===== config.mk =====
export PLATFORM = sky130hd
export DESIGN_NAME = c_like_source_tokenizer
export DESIGN_NICKNAME = d
export VERILOG_FILES = /design/src/sv/cst_pkg.sv /design/src/sv/cst_lexer.sv /design/src/sv/c_like_source_tokenizer.sv
export SDC_FILE = /design/constraint.sdc
export NUM_CORES = 1
export LEC_CHECK = 0
export BUFFER_PORTS_ARGS = -buffer_cell sky130_fd_sc_hd__buf_2
export CORE_UTILIZATION = 57
export CTS_CLUSTER_DIAMETER = 60
export CTS_CLUSTER_SIZE = 8
export DETAILED_ROUTE_END_ITERATION = 10
export PLACE_DENSITY_LB_ADDON = 0.05
export SETUP_SLACK_MARGIN = 0.02
export SYNTH_ARGS = -nofsm -noshare
export SYNTH_HDL_FRONTEND = slang
export SYNTH_SLANG_ARGS = --single-unit

===== constraint.sdc =====
create_clock -name clock -period 5.8 [get_ports clock]
set_clock_uncertainty 0.2 [all_clocks]
set_input_delay 0.87 -clock clock [delete_from_list [all_inputs] [get_ports clock]]
set_output_delay 0.87 -clock clock [all_outputs]
set_load 0.01 [all_outputs]

===== src/sv/cst_pkg.sv =====
// ----------------------------------------------------------------------------
// cst_pkg
// types, codes and per-byte helper functions of the source tokenizer
// ----------------------------------------------------------------------------
`default_nettype none

package cst_pkg;

   localparam int MAX_RESULTS = 3;
   localparam int QUEUE_DEPTH = 4;

   localparam logic [7:0] CH_QUOTE  = 8'h27;
   localparam logic [7:0] CH_BSLASH = 8'h5c;
   localparam logic [7:0] CH_NL     = 8'h0a;
   localparam logic [7:0] CH_TAB    = 8'h09;

   typedef enum logic [4:0] {
      MODE_IDLE,
      MODE_EQ,
      MODE_PLUS,
      MODE_MINUS,
      MODE_DOT,
      MODE_DOT2,
      MODE_BANG,
      MODE_SLASH,
      MODE_LINE,
      MODE_BLOCK,
      MODE_BSTAR,
      MODE_IDENT,
      MODE_NUM,
      MODE_STR,
      MODE_SESC,
      MODE_CHR,
      MODE_CESC,
      MODE_CCLOSE
   } mode_type;

   typedef enum logic [2:0] {
      KIND_PUNCT,
      KIND_IDENT,
      KIND_NUM,
      KIND_STR,
      KIND_CHR,
      KIND_NL,
      KIND_INVALID,
      KIND_END
   } kind_type;

   typedef enum logic [4:0] {
      PUNCT_ASSIGN,
      PUNCT_EQ,
      PUNCT_ELLIPSIS,
      PUNCT_PERIOD,
      PUNCT_INCR,
      PUNCT_PLUS,
      PUNCT_ARROW,
      PUNCT_DECR,
      PUNCT_MINUS,
      PUNCT_LBRACKET,
      PUNCT_RBRACKET,
      PUNCT_LBRACE,
      PUNCT_RBRACE,
      PUNCT_LPAREN,
      PUNCT_RPAREN,
      PUNCT_SEMI,
      PUNCT_COLON,
      PUNCT_COMMA,
      PUNCT_HASH,
      PUNCT_STAR,
      PUNCT_AMP,
      PUNCT_NEQ,
      PUNCT_GT,
      PUNCT_LT
   } punct_type;

   typedef struct packed {
      logic [7:0] ch;
      logic       end_of_source;
   } req_type;

   typedef struct packed {
      kind_type   kind;
      punct_type  punct;
      logic [7:0] text_byte;
      logic       has_text;
      logic       last;
   } rsp_type;

   typedef struct packed {
      logic [1:0]                   count;
      rsp_type [MAX_RESULTS-1:0]    item;
   } step_type;

   typedef struct packed {
      mode_type mode;
      logic     tail_n;
      rsp_type  tail;
   } start_type;

   typedef struct packed {
      logic [1:0] count;
      rsp_type    first;
      rsp_type    second;
   } flush_type;

   function automatic rsp_type mk_punct(punct_type p);
      rsp_type r;
      r.kind      = KIND_PUNCT;
      r.punct     = p;
      r.text_byte = '0;
      r.has_text  = 1'b0;
      r.last      = 1'b1;
      return r;
   endfunction

   function automatic rsp_type mk_text(kind_type k, logic [7:0] c);
      rsp_type r;
      r.kind      = k;
      r.punct     = PUNCT_ASSIGN;
      r.text_byte = c;
      r.has_text  = 1'b1;
      r.last      = 1'b0;
      return r;
   endfunction

   function automatic rsp_type mk_term(kind_type k);
      rsp_type r;
      r.kind      = k;
      r.punct     = PUNCT_ASSIGN;
      r.text_byte = '0;
      r.has_text  = 1'b0;
      r.last      = 1'b1;
      return r;
   endfunction

   function automatic logic [7:0] decode_esc(logic [7:0] c);
      return (c == "n") ? 8'd10 : 8'd0;
   endfunction

   function automatic logic is_lower(logic [7:0] c);
      return (c >= "a" && c <= "z") || c == "_";
   endfunction

   function automatic logic is_digit(logic [7:0] c);
      return c >= "0" && c <= "9";
   endfunction

   // lexing of a byte from the idle mode
   function automatic start_type start_fn(logic [7:0] c);
      start_type s;
      s.mode   = MODE_IDLE;
      s.tail_n = 1'b1;
      s.tail   = mk_term(KIND_INVALID);
      unique case (c)
         " ", CH_TAB: s.tail_n = 1'b0;
         CH_NL:       s.tail = mk_term(KIND_NL);
         "=":         begin s.mode = MODE_EQ;    s.tail_n = 1'b0; end
         "+":         begin s.mode = MODE_PLUS;  s.tail_n = 1'b0; end
         "-":         begin s.mode = MODE_MINUS; s.tail_n = 1'b0; end
         ".":         begin s.mode = MODE_DOT;   s.tail_n = 1'b0; end
         "!":         begin s.mode = MODE_BANG;  s.tail_n = 1'b0; end
         "/":         begin s.mode = MODE_SLASH; s.tail_n = 1'b0; end
         "\"":        begin s.mode = MODE_STR;   s.tail_n = 1'b0; end
         CH_QUOTE:    begin s.mode = MODE_CHR;   s.tail_n = 1'b0; end
         "[":         s.tail = mk_punct(PUNCT_LBRACKET);
         "]":         s.tail = mk_punct(PUNCT_RBRACKET);
         "{":         s.tail = mk_punct(PUNCT_LBRACE);
         "}":         s.tail = mk_punct(PUNCT_RBRACE);
         "(":         s.tail = mk_punct(PUNCT_LPAREN);
         ")":         s.tail = mk_punct(PUNCT_RPAREN);
         ";":         s.tail = mk_punct(PUNCT_SEMI);
         ":":         s.tail = mk_punct(PUNCT_COLON);
         ",":         s.tail = mk_punct(PUNCT_COMMA);
         "#":         s.tail = mk_punct(PUNCT_HASH);
         "*":         s.tail = mk_punct(PUNCT_STAR);
         "&":         s.tail = mk_punct(PUNCT_AMP);
         ">":         s.tail = mk_punct(PUNCT_GT);
         "<":         s.tail = mk_punct(PUNCT_LT);
         default: begin
            priority if (is_lower(c)) begin
               s.tail = mk_text(KIND_IDENT, c);
               s.mode = MODE_IDENT;
            end else if (is_digit(c)) begin
               s.tail = mk_text(KIND_NUM, c);
               s.mode = MODE_NUM;
            end else begin
               s.tail = mk_term(KIND_INVALID);
            end
         end
      endcase
      return s;
   endfunction

   // what a pending token still owes
   function automatic flush_type flush_fn(mode_type m, logic [7:0] held);
      flush_type f;
      f.count  = 2'd1;
      f.first  = mk_term(KIND_INVALID);
      f.second = mk_term(KIND_CHR);
      unique case (m)
         MODE_EQ:                 f.first = mk_punct(PUNCT_ASSIGN);
         MODE_PLUS:               f.first = mk_punct(PUNCT_PLUS);
         MODE_MINUS:              f.first = mk_punct(PUNCT_MINUS);
         MODE_DOT:                f.first = mk_punct(PUNCT_PERIOD);
         MODE_DOT2: begin
            f.count  = 2'd2;
            f.first  = mk_punct(PUNCT_PERIOD);
            f.second = mk_punct(PUNCT_PERIOD);
         end
         MODE_BANG, MODE_SLASH:   f.first = mk_term(KIND_INVALID);
         MODE_IDENT:              f.first = mk_term(KIND_IDENT);
         MODE_NUM:                f.first = mk_term(KIND_NUM);
         MODE_STR, MODE_SESC:     f.first = mk_term(KIND_STR);
         MODE_CHR, MODE_CESC: begin
            f.count = 2'd2;
            f.first = mk_text(KIND_CHR, 8'd0);
         end
         MODE_CCLOSE: begin
            f.count = 2'd2;
            f.first = mk_text(KIND_CHR, held);
         end
         default:                 f.count = 2'd0;
      endcase
      return f;
   endfunction

endpackage

`default_nettype wire


===== src/sv/cst_lexer.sv =====
// ----------------------------------------------------------------------------
// cst_lexer
// lexer state and the per-byte step producing up to three tokens
// ----------------------------------------------------------------------------
`default_nettype none

module cst_lexer (
   input  wire logic              clock,
   input  wire logic              reset,
   input  wire logic              accept,
   input  wire cst_pkg::req_type  req_data,
   output cst_pkg::step_type      step
);
   import cst_pkg::*;

   mode_type   mode_ff, mode_in;
   logic [7:0] held_ff, held_in;

   start_type  st;
   flush_type  fl;
   logic       do_flush;
   logic       use_start;
   logic       tail_n;
   rsp_type    tail;
   logic [1:0] flush_n;
   logic [7:0] c;

   assign c  = req_data.ch;
   assign st = start_fn(c);
   assign fl = flush_fn(mode_ff, held_ff);

   always_comb begin
      do_flush  = 1'b0;
      use_start = 1'b0;
      tail_n    = 1'b0;
      tail      = mk_term(KIND_END);
      mode_in   = mode_ff;
      held_in   = held_ff;
      if (req_data.end_of_source) begin
         do_flush = 1'b1;
         tail_n   = 1'b1;
         tail     = mk_term(KIND_END);
      end else begin
         unique case (mode_ff)
            MODE_IDLE: use_start = 1'b1;
            MODE_EQ: begin
               if (c == "=") begin
                  tail_n = 1'b1; tail = mk_punct(PUNCT_EQ); mode_in = MODE_IDLE;
               end else begin
                  do_flush = 1'b1; use_start = 1'b1;
               end
            end
            MODE_PLUS: begin
               if (c == "+") begin
                  tail_n = 1'b1; tail = mk_punct(PUNCT_INCR); mode_in = MODE_IDLE;
               end else begin
                  do_flush = 1'b1; use_start = 1'b1;
               end
            end
            MODE_MINUS: begin
               priority if (c == ">") begin
                  tail_n = 1'b1; tail = mk_punct(PUNCT_ARROW); mode_in = MODE_IDLE;
               end else if (c == "-") begin
                  tail_n = 1'b1; tail = mk_punct(PUNCT_DECR); mode_in = MODE_IDLE;
               end else begin
                  do_flush = 1'b1; use_start = 1'b1;
               end
            end
            MODE_DOT: begin
               if (c == ".") mode_in = MODE_DOT2;
               else begin
                  do_flush = 1'b1; use_start = 1'b1;
               end
            end
            MODE_DOT2: begin
               if (c == ".") begin
                  tail_n = 1'b1; tail = mk_punct(PUNCT_ELLIPSIS); mode_in = MODE_IDLE;
               end else begin
                  do_flush = 1'b1; use_start = 1'b1;
               end
            end
            MODE_BANG: begin
               if (c == "=") begin
                  tail_n = 1'b1; tail = mk_punct(PUNCT_NEQ); mode_in = MODE_IDLE;
               end else begin
                  do_flush = 1'b1; use_start = 1'b1;
               end
            end
            MODE_SLASH: begin
               priority if (c == "*") mode_in = MODE_BLOCK;
               else if (c == "/") mode_in = MODE_LINE;
               else begin
                  do_flush = 1'b1; use_start = 1'b1;
               end
            end
            MODE_LINE: begin
               if (c == CH_NL) use_start = 1'b1;
            end
            MODE_BLOCK: begin
               if (c == "*") mode_in = MODE_BSTAR;
            end
            MODE_BSTAR: begin
               priority if (c == "/") mode_in = MODE_IDLE;
               else if (c != "*") mode_in = MODE_BLOCK;
               else mode_in = MODE_BSTAR;
            end
            MODE_IDENT: begin
               if (is_lower(c) || is_digit(c)) begin
                  tail_n = 1'b1; tail = mk_text(KIND_IDENT, c);
               end else begin
                  do_flush = 1'b1; use_start = 1'b1;
               end
            end
            MODE_NUM: begin
               if (is_digit(c)) begin
                  tail_n = 1'b1; tail = mk_text(KIND_NUM, c);
               end else begin
                  do_flush = 1'b1; use_start = 1'b1;
               end
            end
            MODE_STR: begin
               priority if (c == "\"") begin
                  tail_n = 1'b1; tail = mk_term(KIND_STR); mode_in = MODE_IDLE;
               end else if (c == CH_BSLASH) begin
                  mode_in = MODE_SESC;
               end else begin
                  tail_n = 1'b1; tail = mk_text(KIND_STR, c);
               end
            end
            MODE_SESC: begin
               tail_n  = 1'b1;
               tail    = mk_text(KIND_STR, decode_esc(c));
               mode_in = MODE_STR;
            end
            MODE_CHR: begin
               if (c == CH_BSLASH) mode_in = MODE_CESC;
               else begin
                  held_in = c; mode_in = MODE_CCLOSE;
               end
            end
            MODE_CESC: begin
               held_in = decode_esc(c);
               mode_in = MODE_CCLOSE;
            end
            MODE_CCLOSE: do_flush = 1'b1;
            default: begin
               do_flush = 1'b1; use_start = 1'b1;
            end
         endcase
      end
      if (do_flush) begin
         mode_in = MODE_IDLE;
         held_in = '0;
      end
      if (use_start) begin
         mode_in = st.mode;
         tail_n  = st.tail_n;
         tail    = st.tail;
      end
   end

   // flushed tokens first, then the token of the byte itself
   always_comb begin
      flush_n      = do_flush ? fl.count : 2'd0;
      step.count   = flush_n + {1'b0, tail_n};
      step.item[0] = (flush_n != 2'd0) ? fl.first : tail;
      step.item[1] = (flush_n == 2'd2) ? fl.second : tail;
      step.item[2] = tail;
   end

   always_ff @(posedge clock) begin
      if (reset) begin
         mode_ff <= MODE_IDLE;
         held_ff <= '0;
      end else if (accept) begin
         mode_ff <= mode_in;
         held_ff <= held_in;
      end
   end

endmodule

`default_nettype wire


===== src/sv/c_like_source_tokenizer.sv =====
// ----------------------------------------------------------------------------
// c_like_source_tokenizer
// streaming tokenizer for a small c-like language, at most one source byte per cycle
// ----------------------------------------------------------------------------
// req channel: one source byte (or an end marker) per transaction.
// rsp channel: one token item per transaction; names, numbers, strings give
// one text item per char (an escape is one), char literals one; then a terminator.
// a byte is lexed in the cycle it is accepted; the up to three items it
// completes go into a four-entry result queue and, if the queue was empty,
// the first is offered on rsp the following cycle.
// req_ready is high while the queue holds at most one item, so a byte that
// yields zero or one item is taken every cycle while the receiver keeps up;
// a byte that yields two or three items holds off the next byte while the
// queue drains.  the queue drain rate (one item per cycle) sets the
// throughput.  reset empties the queue and returns the lexer to idle.  when
// the receiver stalls, the queue fills and req_ready drops; nothing is lost.
// ----------------------------------------------------------------------------
`default_nettype none

module c_like_source_tokenizer (
   input  wire logic              clock,
   input  wire logic              reset,
   input  wire logic              req_valid,
   output logic                   req_ready,
   input  wire cst_pkg::req_type  req_data,
   output logic                   rsp_valid,
   input  wire logic              rsp_ready,
   output cst_pkg::rsp_type       rsp_data
);
   import cst_pkg::*;

   localparam int CNT_W = $clog2(QUEUE_DEPTH + 1);

   step_type         step;
   logic             accept;
   logic             pop;
   logic [CNT_W-1:0] cnt_ff, cnt_in;
   logic [CNT_W-1:0] base;
   logic [CNT_W-1:0] push_n;
   rsp_type          q_ff [QUEUE_DEPTH];
   rsp_type          q_in [QUEUE_DEPTH];

   assign req_ready = cnt_ff <= CNT_W'(QUEUE_DEPTH - MAX_RESULTS);
   assign accept    = req_valid && req_ready;
   assign rsp_valid = cnt_ff != '0;
   assign rsp_data  = q_ff[0];
   assign pop       = rsp_valid && rsp_ready;

   cst_lexer u_lexer (
      .clock    (clock),
      .reset    (reset),
      .accept   (accept),
      .req_data (req_data),
      .step     (step)
   );

   assign base   = cnt_ff - CNT_W'(pop);
   assign push_n = accept ? CNT_W'(step.count) : '0;
   assign cnt_in = base + push_n;

   for (genvar i = 0; i < QUEUE_DEPTH; i++) begin : g_q
      logic [CNT_W-1:0] off;
      assign off = CNT_W'(i) - base;
      always_comb begin
         q_in[i] = q_ff[i];
         if (CNT_W'(i) < base) begin
            if (i + 1 < QUEUE_DEPTH && pop) q_in[i] = q_ff[(i + 1) % QUEUE_DEPTH];
         end else if (CNT_W'(i) < cnt_in) begin
            q_in[i] = step.item[off[1:0]];
         end
      end
   end

   always_ff @(posedge clock) begin
      q_ff <= q_in;
   end

   always_ff @(posedge clock) begin
      if (reset) begin
         cnt_ff <= '0;
      end else begin
         cnt_ff <= cnt_in;
      end
   end

   a_cnt_bound: assert property (@(posedge clock) disable iff (reset)
      cnt_ff <= CNT_W'(QUEUE_DEPTH))
      else $error("result queue overflow");

   a_end_emits: assert property (@(posedge clock) disable iff (reset)
      accept && req_data.end_of_source |=> rsp_valid)
      else $error("end marker produced no result");

   a_text_not_last: assert property (@(posedge clock) disable iff (reset)
      rsp_valid && rsp_data.has_text |-> !rsp_data.last)
      else $error("text item marked last");

endmodule

`default_nettype wire


* Yosys cells after proc, flatten, opt, wreduce, memory -nomap -nowiden *
Index checks and enable logic that the tools add are counted.

word-level totals
  word-level logic and storage cells = 232
  input bits = 13
  output and inout bits = 20
  flip-flop bits (word level) = 88

operators by class
  reduce and logical (&&, ||, !) cells = 30
  equality and inequality tests = 61
  muxes and demuxes = 93
  bitwise logic cells = 1
  add/subtract/negate cells = 7
  $lt $le $gt $ge = 17

operators by type and width
  cell                                                                           number
  18-bit 2-to-1 mux                                                              30
  18-bit case mux with 9 select lines                                            2
  18-bit case mux with 16 select lines                                           1
  8-bit by 6-bit == test with 1-bit output (second input constant)               19
  18-bit binary-select mux with 2-bit select                                     4
  5-bit 2-to-1 mux                                                               16
  5-bit case mux with 12 select lines                                            1
  8-bit by 7-bit == test with 1-bit output (second input constant)               7
  5-bit case mux with 9 select lines                                             1
  5-bit by 4-bit == test with 1-bit output (second input constant)               8
  1-bit 2-to-1 mux                                                               25
  8-bit 2-to-1 mux                                                               3
  5-bit by 3-bit == test with 1-bit output (second input constant)               4
  4-bit by 1-bit inequality test with 1-bit output (second input constant)       5
  10-bit OR reduction                                                            2
  17-bit OR reduction                                                            1
  8-bit by 4-bit == test with 1-bit output (second input constant)               2
  1-bit case mux with 8 select lines                                             2
  8-bit case mux with 2 select lines                                             1
  5-bit by 1-bit inequality test with 1-bit output (second input constant)       3
  14-bit nonzero test                                                            1
  1-bit by 3-bit less-than comparator with 1-bit output (first input constant)   4
  2-bit by 3-bit less-than comparator with 1-bit output (first input constant)   4
  2-bit by 3-bit less-than comparator with 1-bit output (second input constant)  4
  36 further kinds                                                               59

* Logic depth before layout (Yosys ltp) *
  word-level depth = 14
  depth in mapped cells = 16
  gate-level depth less buffers = 15

* Modules after synthesis *
Synthesis repeated with hierarchy kept, for this count alone.

unflattened totals
  cell total of the unflattened synthesis = 713
  area, all modules = 6859.1 um2

by module, submodules not included
  module                   seq. area each (um2)  instances  cells an instance  area an instance (um2)
  c_like_source_tokenizer  2222.1                1          287                4035.1
  cst_lexer                260.2                 1          426                2824.0

* Worst setup path after synthesis *
No wires, ideal clock.

  kind = input to register
  from = input req_data[5] (netlist name)
  to = register q_ff[18] (netlist name), enable pin
  path buffers = 2
  setup slack = 0.066 ns
  library setup time = 0.399 ns
  data arrival time = 5.135 ns
  required time = 5.201 ns
  stages on the path = 15
  cell sequence = buf_6 > or4b_4 > buf_6 > a32oi_1 > nand2_1 > nor3_4 > a21oi_1 > or3_1 > ha_1 > and3_1 > ha_1 > fa_1 > ha_1 > and3_1 > a21oi_1

between the ends
  longest elaborated chain between the ends = 14
  elaborated cells between the ends (all ways) = 58
  classes of those cells = add/sub (2); order compare (5); eq/ne (15); mux (29); reduce/logical (7)

RTL lines
  element                                                                                                                             RTL line                            text
  from (decl)                                                                                                                         c_like_source_tokenizer.sv:25       input wire cst_pkg::req_type req_data,
  8-bit by 7-bit >= comparator with 1-bit output / 8-bit by 7-bit less-or-equal comparator with 1-bit output (equally long branches)  cst_pkg.sv:141                      return (c >= "a" && c <= "z") || c == "_";
  1-bit logical AND                                                                                                                   cst_pkg.sv:141
  1-bit logical OR                                                                                                                    cst_pkg.sv:141
  1-bit logical OR                                                                                                                    cst_lexer.sv:108                    if (is_lower(c) || is_digit(c)) begin
  1-bit 2-to-1 mux                                                                                                                    cst_lexer.sv:108
  1-bit case mux with 9 select lines / 1-bit case mux with 8 select lines (equally long branches)                                     cst_lexer.sv:44                     unique case (mode_ff)
  1-bit 2-to-1 mux                                                                                                                    cst_lexer.sv:39                     if (req_data.end_of_source) begin
  1-bit 2-to-1 mux / 2-bit 2-to-1 mux (equally long branches)                                                                         cst_lexer.sv:155, cst_lexer.sv:164
  2-bit by 1-bit adder with 2-bit output *                                                                                            cst_lexer.sv:165                    step.count = flush_n + {1'b0, tail_n};
  2-bit 2-to-1 mux *                                                                                                                  c_like_source_tokenizer.sv:58       assign push_n = accept ? CNT_W'(step.count) : '0;
  3-bit by 2-bit adder with 3-bit output *                                                                                            c_like_source_tokenizer.sv:59       assign cnt_in = base + push_n;
  2-bit by 3-bit less-than comparator with 1-bit output *                                                                             c_like_source_tokenizer.sv:68       end else if (CNT_W'(i) < cnt_in) begin
  2-bit nonzero test (no line) *                                                                                                      n/a
  2-bit AND reduction (no line) *                                                                                                     n/a
  to (signal assigned)                                                                                                                c_like_source_tokenizer.sv:75       q_ff <= q_in;
  to (decl)                                                                                                                           c_like_source_tokenizer.sv:40       rsp_type q_ff [QUEUE_DEPTH];

Every way passes the cells marked *; elsewhere a longest branch is shown, timed or not.
A chain may end at the register's enable or synchronous reset.

* Final worst setup path *
  from = input req_data[5] (netlist name)
  to = register q_ff (netlist bit rsp_data[3]), enable pin

between the ends
  longest elaborated chain between the ends = 14
  elaborated cells between the ends (all ways) = 58
  classes of those cells = add/sub (2); order compare (5); eq/ne (15); mux (29); reduce/logical (7)

RTL lines
  element                                                                                                                             RTL line
  8-bit by 7-bit >= comparator with 1-bit output / 8-bit by 7-bit less-or-equal comparator with 1-bit output (equally long branches)  cst_pkg.sv:141
  1-bit logical AND                                                                                                                   cst_pkg.sv:141
  1-bit logical OR                                                                                                                    cst_pkg.sv:141
  1-bit logical OR                                                                                                                    cst_lexer.sv:108
  1-bit 2-to-1 mux                                                                                                                    cst_lexer.sv:108
  1-bit case mux with 9 select lines / 1-bit case mux with 8 select lines (equally long branches)                                     cst_lexer.sv:44
  1-bit 2-to-1 mux                                                                                                                    cst_lexer.sv:39
  1-bit 2-to-1 mux / 2-bit 2-to-1 mux (equally long branches)                                                                         cst_lexer.sv:155, cst_lexer.sv:164
  2-bit by 1-bit adder with 2-bit output *                                                                                            cst_lexer.sv:165
  2-bit 2-to-1 mux *                                                                                                                  c_like_source_tokenizer.sv:58
  3-bit by 2-bit adder with 3-bit output *                                                                                            c_like_source_tokenizer.sv:59
  1-bit by 3-bit less-than comparator with 1-bit output *                                                                             c_like_source_tokenizer.sv:68
  2-bit nonzero test (no line) *                                                                                                      n/a
  2-bit AND reduction (no line) *                                                                                                     n/a

Marked as above.

==> impl_metrics.toml <==
[clocking]
cts_root_buffer = "sky130_fd_sc_hd__clkbuf_16"
tritoncts_num_sinks = 88
cts_hold_buffers = 0
ctsHtreeMaxLevel = 3
tritoncts = "built"
cts.repair_timing.setup_buffer_count = 0
clk-insertion-delay-late_ns = 0.35
max-clock-path-buffers = 2
clk_transition_reported_paths_ns = 0.07
cts_resized = 0
tritoncts_buffers = 9

[critical_path]
critPathKind = "in2reg"
r2r.worst_path.cells = 15
path_common_cell = "sky130_fd_sc_hd__ha_1"
worst_path_max_delay_cell = "sky130_fd_sc_hd__or4bb_1"
worst_stage_delay_on_the_critical_path_ns = 0.60
cp.arrival_ns = 4.91
end_kind = "register"
cp_max_fo = 18
worstPathCellList = "buf_2 > or4bb_1 > nor2_1 > o221ai_2 > nor3_4 > a21oi_1 > or3_1 > ha_1 > and3_1 > ha_1 > fa_1 > ha_1 > nand2b_1 > o21ai_0 > o21ai_1 > buf_4"
critical_r2r_launch = "u_lexer.mode_ff[4]$_SDFFE_PP0P_"
worstReg2RegEnd = "rsp_data[3]$_DFFE_PP_"
category_of_the_worst_setup_path_launch_point = "input port"
worst-endpoint-required_ns = 5.64
rrSetupSlack_ns = 0.87

[route]
remaining_drc_errors = 0
wire_per_inst_um = 21.62
drt_pass1_iterations = 7
initial_detailed_routing_violation_count = 610
drtAntennaViolNets = 0
drt_wl_total_um = 19480
detail_route.vias_per_cell = 6.940
via_count = 6253

[final_layout]
layout-area-overhead-vs-synth_pct = 6.775
antenna_cells = 0
layout.cell_area.non_filler_mm2 = 0.006902
fraction_of_layout_instances_using_a_drive_strength_above_1_pct = 12.35
layout.nets = 775
post_layout_instance_count_excluding_filler_cells = 901

[hold_path]
holdPathEnd = "u_lexer.held_ff[7]$_SDFFE_PP0P_"
classification_of_the_worst_slack_hold_path = "reg2reg"
hold_path_startpoint = "u_lexer.held_ff[7]$_SDFFE_PP0P_"
timing.hold.worst_path_depth = 2

[synthesis]
post_synth_main_area_contributors = "sky130_fd_sc_hd__edfxtp_1, sky130_fd_sc_hd__nand2_1, sky130_fd_sc_hd__dfxtp_1"
synth_seq_cells = 88
post_synth_and_or_nand_nor_area_fraction_pct = 21.70
yosys-top-cells-count = "sky130_fd_sc_hd__nand2_1, sky130_fd_sc_hd__edfxtp_1, sky130_fd_sc_hd__nor2_1"
seq_area_frac_synth_pct = 38.40
compound_gate_portion_of_the_synthesized_area_pct = 29.69
yosysMostFrequentCell = "sky130_fd_sc_hd__nand2_1"
ys.warnings.count = 0
synthMuxAreaShare_pct = 1.103
synth_largest_type_area_fraction_pct = 33.45
post_synth_num_cell_types = 89
synth-edff-count = 72
synth_fa_ha_area_share_pct = 1.278
synth_ff_type = "sky130_fd_sc_hd__edfxtp_1"
syn-num-nets = 783
postSynth.asyncResetShare_pct = 0
syn_std_cell_area_mm2 = 0.006464
largest_family_of_logic_cells_by_synthesized_area = "compound AO/OA/AOI/OAI gates"
post_synth_xor_area_fraction_pct = 0.9485
netlist_instances = 764
postSynthAreaPerCell_um2 = 8.460
synthDominantAreaCellType = "sky130_fd_sc_hd__edfxtp_1"

[die]
initial_core_util_pct = 59.11
floorplan.die_area_mm2 = 0.01177
die_width_um = 108.5
placement_rows = 38
fp.dieH_um = 108.5
num_io_pins = 33
floorplan.core_area_mm2 = 0.01094

[sta]
setup_total_negative_slack_ns = 0
max_slew.worst_pin.slew_ns = 1.072
achievable-frequency_mhz = 197.0
timing_hold_violations_final = 0
relSlewSlack_pct = 28.51
final_min_period_over_clock_period_pct = 87.52
final-setup-viol-count = 0
grt_setup_unrepaired = "false"
slew_violations = 0
layout_min_cycle_time_ns = 5.076

[placed_design]
gp_congestion = 0.9564
placement.io_buffers = 32
detailed_placer_s_ending_hpwl_um = 14420
post_dp_cell_area_mm2 = 0.006603
post-place-cells = 885

[grt]
via_count_of_the_first_global_routing_pass = 5762
grt-ovfl-total = 0
grt_first_pass_wirelength_um = 31000
grt_max_degree = 39
groute.usage.overall_pct = 34.54
antenna_violations_before_repair = 0

[power_and_ir_drop]
cellInternalPower_w = 0.002278
combinationalPowerShare_pct = 55.6
power_frac_seq_pct = 30.4
report.power.total_w = 0.004246
switching_share_pct = 46.34
max-vdd-ir-drop_v = 0.0005599
power.density_cell_area_mw_per_mm2 = 615.3
p_sw_w = 0.001968
power.clock.fraction_pct = 14.0
reported_leakage_power_nw = 2.424

[run_status]
run_status = "completed"

[flow_run]
maxCapViolCount = 0
## stage by stage
stage                     util [%]  hold slack [ns]  setup WS (ns)
after floorplan                  -           0.2464        0.06632
after global placement       60.38           0.2632         0.4905
after detailed placement     60.38           0.2616         0.3976
after CTS                    63.11           0.2726         0.7491
after global routing         63.11           0.3051         0.4553
final                        63.11           0.2745         0.7240
## worst max-delay path: cells and delay by family
kind	cells	cell delay [ns]
buffers and inverters	2	0.54
AOI/OAI and AO/OA	4	0.50
and+or+nand+nor	6	1.79
adders and majority gates	4	1.19
## state kept, by name, summed over array words and instances, names as in the netlist
| register | cells |
|---|---|
| u_lexer.mode_ff | 5 |
| q_ff | 54 |
| cnt_ff | 3 |
| u_lexer.held_ff | 8 |
| rsp_data | 18 |
## area by class of cell
class                      instances  area (µm²)
fill                             973        4034
tap                              140       175.2
inverter                          16       60.06
clock inverter                     7       73.82
sequential                        88        2482
timing repair buffer              57       347.8
multi-input combinational        584        3537
clock buffer                       9       225.2
## power groups by stage
stage                     Clock [W]  Combinational [W]  Sequential (W)
after CTS                  0.000596            0.00231         0.00129
after detailed placement          0            0.00230         0.00130
after global routing       0.000622            0.00257         0.00132
after global placement            0            0.00226         0.00129
after floorplan                   0            0.00174         0.00127
final                      0.000595            0.00236         0.00129
## worst max-delay path by stage
stage | from | to | slack [ns] | cells past startpoint
3_5_place_dp | req_data[5] | rsp_data[2]$_DFFE_PP_ | 0.40 | 16
3_3_place_gp | req_data[5] | rsp_data[4]$_DFFE_PP_ | 0.49 | 16
6_report | req_data[5] | rsp_data[3]$_DFFE_PP_ | 0.72 | 16
4_1_cts | req_data[5] | rsp_data[3]$_DFFE_PP_ | 0.75 | 16
5_1_grt | req_data[4] | rsp_data[3]$_DFFE_PP_ | 0.46 | 16
2_1_floorplan | req_data[5] | q_ff[18]$_DFFE_PP_ | 0.07 | 15
## placed cells by master, fill, tap and decap left out, types with 6 or more instances in the layout
cell	synthesis	final
sky130_fd_sc_hd__o31ai_1	6	6
sky130_fd_sc_hd__o22ai_1	13	13
sky130_fd_sc_hd__a211oi_1	6	6
sky130_fd_sc_hd__clkbuf_16	0	9
sky130_fd_sc_hd__nand3_1	28	28
sky130_fd_sc_hd__and3_1	7	7
sky130_fd_sc_hd__o21ai_1	6	8
sky130_fd_sc_hd__a21o_1	6	6
sky130_fd_sc_hd__buf_2	10	32
sky130_fd_sc_hd__or3_1	6	6
sky130_fd_sc_hd__mux2i_1	6	6
sky130_fd_sc_hd__dfxtp_1	16	16
sky130_fd_sc_hd__nor2_1	66	66
sky130_fd_sc_hd__a32oi_1	15	15
sky130_fd_sc_hd__o21a_1	12	12
sky130_fd_sc_hd__a21oi_1	62	62
sky130_fd_sc_hd__edfxtp_1	72	72
sky130_fd_sc_hd__buf_4	19	25
sky130_fd_sc_hd__nand2_1	97	97
sky130_fd_sc_hd__nor2b_1	11	11
sky130_fd_sc_hd__nand2b_1	18	18
sky130_fd_sc_hd__o211ai_1	14	14
sky130_fd_sc_hd__nor3_1	12	12
sky130_fd_sc_hd__o21ai_0	59	57
sky130_fd_sc_hd__nand4_1	6	6
sky130_fd_sc_hd__inv_1	15	15
## layer usage
metal	track usage [%]	share of wire (%)	up-vias
met2	56.19	47	383
li1	-	-	2871
met5	0	0	-
met4	15.54	4.0	0
met1	44.11	40	2945
met3	6.992	9.2	54
## logic make-up (layout without fill, tap and decap cells)
kind of cell	Yosys count	count (layout)
muxes	7	7
buffers and inverters	92	89
xor gates and xnor gates	7	7
DFF	88	88
adders and majority gates	6	6
AOI/OAI and AO/OA	278	278
and+or+nand+nor	286	286
Power figures use the tool's default switching activity.
